File: config.mk
export PLATFORM = sky130hd
export DESIGN_NAME = mep_round
export DESIGN_NICKNAME = d
export VERILOG_FILES = /design/src/design/mep_pkg.sv /design/src/design/mep_round.sv
export SDC_FILE = /design/constraint.sdc
export NUM_CORES = 2
export LEC_CHECK = 0
export BUFFER_PORTS_ARGS = -buffer_cell sky130_fd_sc_hd__buf_4
export CAP_MARGIN = 20
export CORE_UTILIZATION = 65
export CTS_CLUSTER_DIAMETER = 50
export CTS_CLUSTER_SIZE = 40
export DETAILED_ROUTE_END_ITERATION = 6
export MAX_ROUTING_LAYER = met4
export PLACE_DENSITY = 0.84
export SETUP_SLACK_MARGIN = 0.4
export SLEW_MARGIN = 25
export SYNTH_ARGS = -nofsm -noshare
export SYNTH_HDL_FRONTEND = slang
export SYNTH_SLANG_ARGS = --single-unit
File: constraint.sdc
create_clock -name i_clk -period 19.7 [get_ports i_clk]
set_input_delay 1.97 -clock i_clk [delete_from_list [all_inputs] [get_ports i_clk]]
set_output_delay 1.97 -clock i_clk [all_outputs]
set_load 0.02 [all_outputs]
File: src/design/mep_pkg.sv
// Package: constants, item type and helper functions of the escape-time pixel block.
package mep_pkg;

    // Frame and number format
    localparam int FRAME_WIDTH    = 320;
    localparam int FRAME_HEIGHT   = 240;
    localparam int MAX_ROUNDS_DEF = 32;
    localparam int FRAC_BITS      = 10;

    // Field widths
    localparam int PX_W    = 9;
    localparam int PY_W    = 8;
    localparam int COLOR_W = 24;
    localparam int COUNT_W = 6;
    localparam int IDX_W   = 17;
    localparam int CFG_W   = 16;
    localparam int CFG_IDX_W = 2;
    localparam int S_DATA_W = 24;
    localparam int M_DATA_W = 48;

    // Step size: (zoom*2) / FRAME_WIDTH by reciprocal multiply and one correction.
    // The vertical step works out equal to the horizontal one.
    localparam int SPAN2_W   = CFG_W + 1;
    localparam int STEP_W    = SPAN2_W;
    localparam int DIV_SHIFT = 32;
    localparam logic [31:0] DIV_RECIP = 32'((64'd1 << DIV_SHIFT) / 64'(FRAME_WIDTH));
    localparam int DIV_P_W   = SPAN2_W + 32;
    localparam logic [31:0] FW_32      = 32'(FRAME_WIDTH);
    localparam logic [31:0] FW_HALF_32 = 32'(FRAME_WIDTH / 2);
    localparam logic [31:0] FH_HALF_32 = 32'(FRAME_HEIGHT / 2);

    // Escape limit 4.0 in fixed point
    localparam logic [31:0] ESC_LIMIT = 32'(4) << FRAC_BITS;

    // Colour map
    localparam int COLOR_T_W = 5;
    localparam logic [15:0] MUL_R = 16'd8;
    localparam logic [15:0] MUL_G = 16'd5;
    localparam logic [15:0] MUL_B = 16'd13;

    // Register reset values
    localparam logic [CFG_W-1:0] CENTER_REAL_RST = 16'hFD00;
    localparam logic [CFG_W-1:0] CENTER_IMAG_RST = 16'h0000;
    localparam logic [CFG_W-1:0] ZOOM_SPAN_RST   = 16'd1536;

    // Register indexes
    typedef enum logic [CFG_IDX_W-1:0] {
        REG_CENTER_REAL = 2'd0,
        REG_CENTER_IMAG = 2'd1,
        REG_ZOOM_SPAN   = 2'd2
    } t_reg_idx;

    // One pixel on its way through the rounds
    typedef struct packed {
        logic [31:0]        cr;
        logic [31:0]        ci;
        logic [31:0]        zr;
        logic [31:0]        zi;
        logic [COUNT_W-1:0] count;
        logic               done;
        logic [IDX_W-1:0]   index;
    } t_item;

    // Arithmetic right shift by the fraction width
    function automatic logic [31:0] asr_frac(input logic [31:0] v);
        return 32'($signed(v) >>> FRAC_BITS);
    endfunction

    // Count modulo 32 mapped to packed RGB
    function automatic logic [COLOR_W-1:0] color_of(input logic [COUNT_W-1:0] cnt);
        logic [15:0] t;
        t = 16'(cnt[COLOR_T_W-1:0]);
        return {8'(t * MUL_R), 8'(t * MUL_G), 8'(t * MUL_B)};
    endfunction

endpackage

File: src/design/mep_round.sv
// One escape-time round: a product stage and an update stage.
module mep_round
    import mep_pkg::*;
(
    input  logic  i_clk,
    input  logic  i_rst_n,
    input  logic  i_en,
    input  logic  i_vld,
    input  t_item i_item,
    output logic  o_vld,
    output t_item o_item
);

    logic        r_vld_a;
    t_item       r_item_a;
    logic [31:0] r_sq_r;
    logic [31:0] r_sq_i;
    logic [31:0] r_cross;

    logic        r_vld_b;
    t_item       r_item_b;
    t_item       n_item_b;

    logic [31:0] w_a;
    logic [31:0] w_b;
    logic [31:0] w_sum;
    logic        w_esc;

    // Stage a: the three products, low 32 bits
    always_ff @(posedge i_clk) begin
        if (!i_rst_n) begin
            r_vld_a <= 1'b0;
        end else if (i_en) begin
            r_vld_a <= i_vld;
        end
    end

    always_ff @(posedge i_clk) begin
        if (i_en) begin
            r_item_a <= i_item;
            r_sq_r   <= i_item.zr * i_item.zr;
            r_sq_i   <= i_item.zi * i_item.zi;
            r_cross  <= i_item.zr * i_item.zi;
        end
    end

    // Stage b: escape test and update of z
    assign w_a   = asr_frac(r_sq_r);
    assign w_b   = asr_frac(r_sq_i);
    assign w_sum = w_a + w_b;
    assign w_esc = $signed(w_sum) > $signed(ESC_LIMIT);

    always_comb begin
        n_item_b = r_item_a;
        if (!r_item_a.done) begin
            if (w_esc) begin
                n_item_b.done = 1'b1;
            end else begin
                n_item_b.zr    = w_a - w_b + r_item_a.cr;
                n_item_b.zi    = asr_frac({r_cross[30:0], 1'b0}) + r_item_a.ci;
                n_item_b.count = r_item_a.count + COUNT_W'(1);
            end
        end
    end

    always_ff @(posedge i_clk) begin
        if (!i_rst_n) begin
            r_vld_b <= 1'b0;
        end else if (i_en) begin
            r_vld_b <= r_vld_a;
        end
    end

    always_ff @(posedge i_clk) begin
        if (i_en) begin
            r_item_b <= n_item_b;
        end
    end

    assign o_vld  = r_vld_b;
    assign o_item = r_item_b;

endmodule

==> results.txt <==
Required @ worst endpoint: 20050 ps
Cell accounting for the most synthesized area: fa_1
Yosys warning count: 0
FFs w/ async S/R, synth: 0%
Post-CTS Setup Inserts: 0
Initial antenna violation count: 8
Via/cell ratio: 5.843
Routed WL per cell: 21.65 µm
Die W: 298.3 µm
Fillers: 5918
Input/output buffers: 308
Unique masters post-synth: 77
Die Ht: 298.3 µm
HP Class: reg -> reg
Num ports: 309
RSZ-0062 raised after global routing: no
CP max FO: 47
Slew Limit Fails: 0
Number of global-route vias before repair: 43460
Vias after detailed routing: 39920
Remaining antenna violation count: 0
Final TNS setup: 0 ps
Mean area per synthesized cell: 10.34 µm²
Starting Density: 65.66%
Detailed-router iteration count before antenna repair: 5
Grt ovf: 0
Clock skew: 54.39 ps
H-tree Lvls: 1
Reg area: 11150 µm²
Hold-fix buffers, CTS: 0
Routed wire length: 147900 µm
Area Overhead vs Synth: 7.538%
CTS clk-pin slew, worst paths: 110 ps
Post-CTS sizing: 0
Share of layout cells above drive strength 1: 7.236%
Clk root buf: clkbuf_16
Critical path startpoint category: input port
All-Layer GR Usage: 35.53%
Top_reg_cell synth: edfxtp_1
Post-synth EDFFs: 370
Max cap viols: 0
Worst Path Buf+Inv: 4
Multi-input logic area: 40450 µm²
Slowest CP cell: fa_1
Period utilisation layout: 47.87%
Minimum clock period: 9430 ps
CTS Buf Count: 30
Register area share after synthesis: 19.55%
CP delay by family, top: adder cells
Core Region: 86890 µm²
CTS max path bufs: 3
Final #Nets: 7388
Maximum clock frequency: 106.0 MHz
Die Area: 88950 µm²
Worst path max stage delay: 570 ps
Slew headroom: 31.90%
Cell count after synthesis: 5518
Crit path DAT: 9780 ps
Area contributors post-synth: fa_1 (39%), edfxtp_1 (19%), ha_1 (11%)
Critical path class: in -> reg
CP Capture Type: flop
CTS tree: done
First-pass GRT wire length: 236400 µm
Final GP Congestion: 0.9532
DR iter-0 viols: 3477
Least-Margin Pin Slew: 1021 ps
Mapped Nets: 7264
Clk_lat worst skew: 660 ps
HPWL after DPL: 109700 µm
Clk sinks: 372
Cell Rows: 108
Top cell type's share of synthesized area: 38.92%
Post-Syn Area: 57050 µm²
Outcome: finished clean
FF+latch count, synth: 372
Most used cell, CP: fa_1
Largest net degree at the start of global routing: 171
DR DRC count: 0
Fin. Hold Viols: 0
# setup viols final: 0
## metal layers
| layer | global-route usage (%) | up-vias | share of wire (%) |
|---|---|---|---|
| met3 | 6.198 | 441 | 10 |
| met2 | 56.94 | 2311 | 48 |
| met5 | - | - | 0 |
| met4 | 15.62 | 0 | 5.0 |
| li1 | - | 17090 | - |
| met1 | 44.61 | 20080 | 36 |
## worst reg2reg max path: stages, from the launching register on
cell,delay [ps]
edfxtp_1,410
inv_1,80
ha_1,160
inv_1,50
fa_1,400
a21oi_1,220
o311ai_0,290
o31a_1,360
a21oi_1,230
o21bai_1,110
a21oi_1,250
o21bai_1,90
a21oi_1,190
xnor2_1,180
ha_1,350
a211oi_1,240
nor2_1,100
o21ai_0,160
a21oi_1,90
o41ai_1,710
a211oi_1,290
nor4_1,500
o31ai_1,140
a21oi_1,220
xnor2_1,90
mux2_2,260
## kinds of logic (layout without fill, tap and decap cells)
family	after synthesis	in the layout	synth area share, %
DFF	372	372	19.55
and+or+nand+nor	1402	1402	12.33
muxes	22	22	0.4123
xor gates and xnor gates	237	237	3.639
other	0	11	0
buffers and inverters	1446	1594	9.565
adders and majority gates	1590	1590	49.47
AOI/OAI and AO/OA	449	449	5.040
## state kept, by name, summed over array words and instances, names as in the netlist
register and cells:
r_vld_a 1, r_item_a 71, o_item 152, r_sq_i 22, r_cross 22, o_vld 1, n_item_b 81, r_sq_r 22
## worst paths after layout
check,from,to,slack (ps),cells past startpoint
worst max-delay path,i_item[31],r_sq_i[31],10270,25
worst min-delay path,n_item_b[9],o_item[9],430,0
worst max register to register,r_sq_r[10],o_item[87],13300,25
worst min register to register,n_item_b[9],o_item[9],430,0
## layout by cell type (no fill, tap or decap), drive strengths merged, types with 12 or more instances in the layout
cell,synthesis,routed
a21oi,113,113
o21ai,126,126
nand2,554,554
o31ai,12,12
nor2,131,131
o21a,30,30
nor2b,31,31
buf,13,313
a21o,39,39
nor3,42,42
or3,14,14
edfxtp,370,370
and2,517,517
inv,1225,1234
clkbuf,208,33
nand2b,31,31
xnor2,164,164
fa,1109,1109
a31oi,14,14
and3,14,14
mux2,12,12
o21bai,17,17
a211oi,16,16
nand3,23,23
ha,481,481
clkinv,0,13
xor2,73,73
## Yosys cell counts, drive strengths merged, types with 16 or more instances
master,instances
and2,517
clkbuf,208
nand2b,31
nor2,131
fa,1109
nor2b,31
ha,481
xnor2,164
nand2,554
o21bai,17
edfxtp,370
inv,1225
a211oi,16
nor3,42
a21o,39
nand3,23
a21oi,113
xor2,73
o21a,30
o21ai,126
## stage by stage
step	utilization, %	cell area (µm²)	std cells	hold slack, ps	setup slack (ps)
after floorplan	-	57050	5518	400.3	10360
after global placement	69.06	60010	6765	400.2	9950
after detailed placement	69.06	60010	6765	406.8	9790
after CTS	70.57	61320	6821	434.4	10360
after global routing	70.60	61340	6829	438.8	9862
final	70.61	61350	6832	434.5	10270
## layout make-up
type / instances / share of cell area [%]
flip-flops and latches: 372 / 18.18
inverters: 1225 / 7.495
well taps: 1155 / 2.356
diodes: 11 / 0.04487
multi-input cells: 3700 / 65.93
clock inverters: 23 / 0.8403
repair buffers: 313 / 3.863
clock buffers: 33 / 1.293
Power is not shown: default switching activity piles up to over one toggle a cycle in this logic, so the estimate is an artifact.
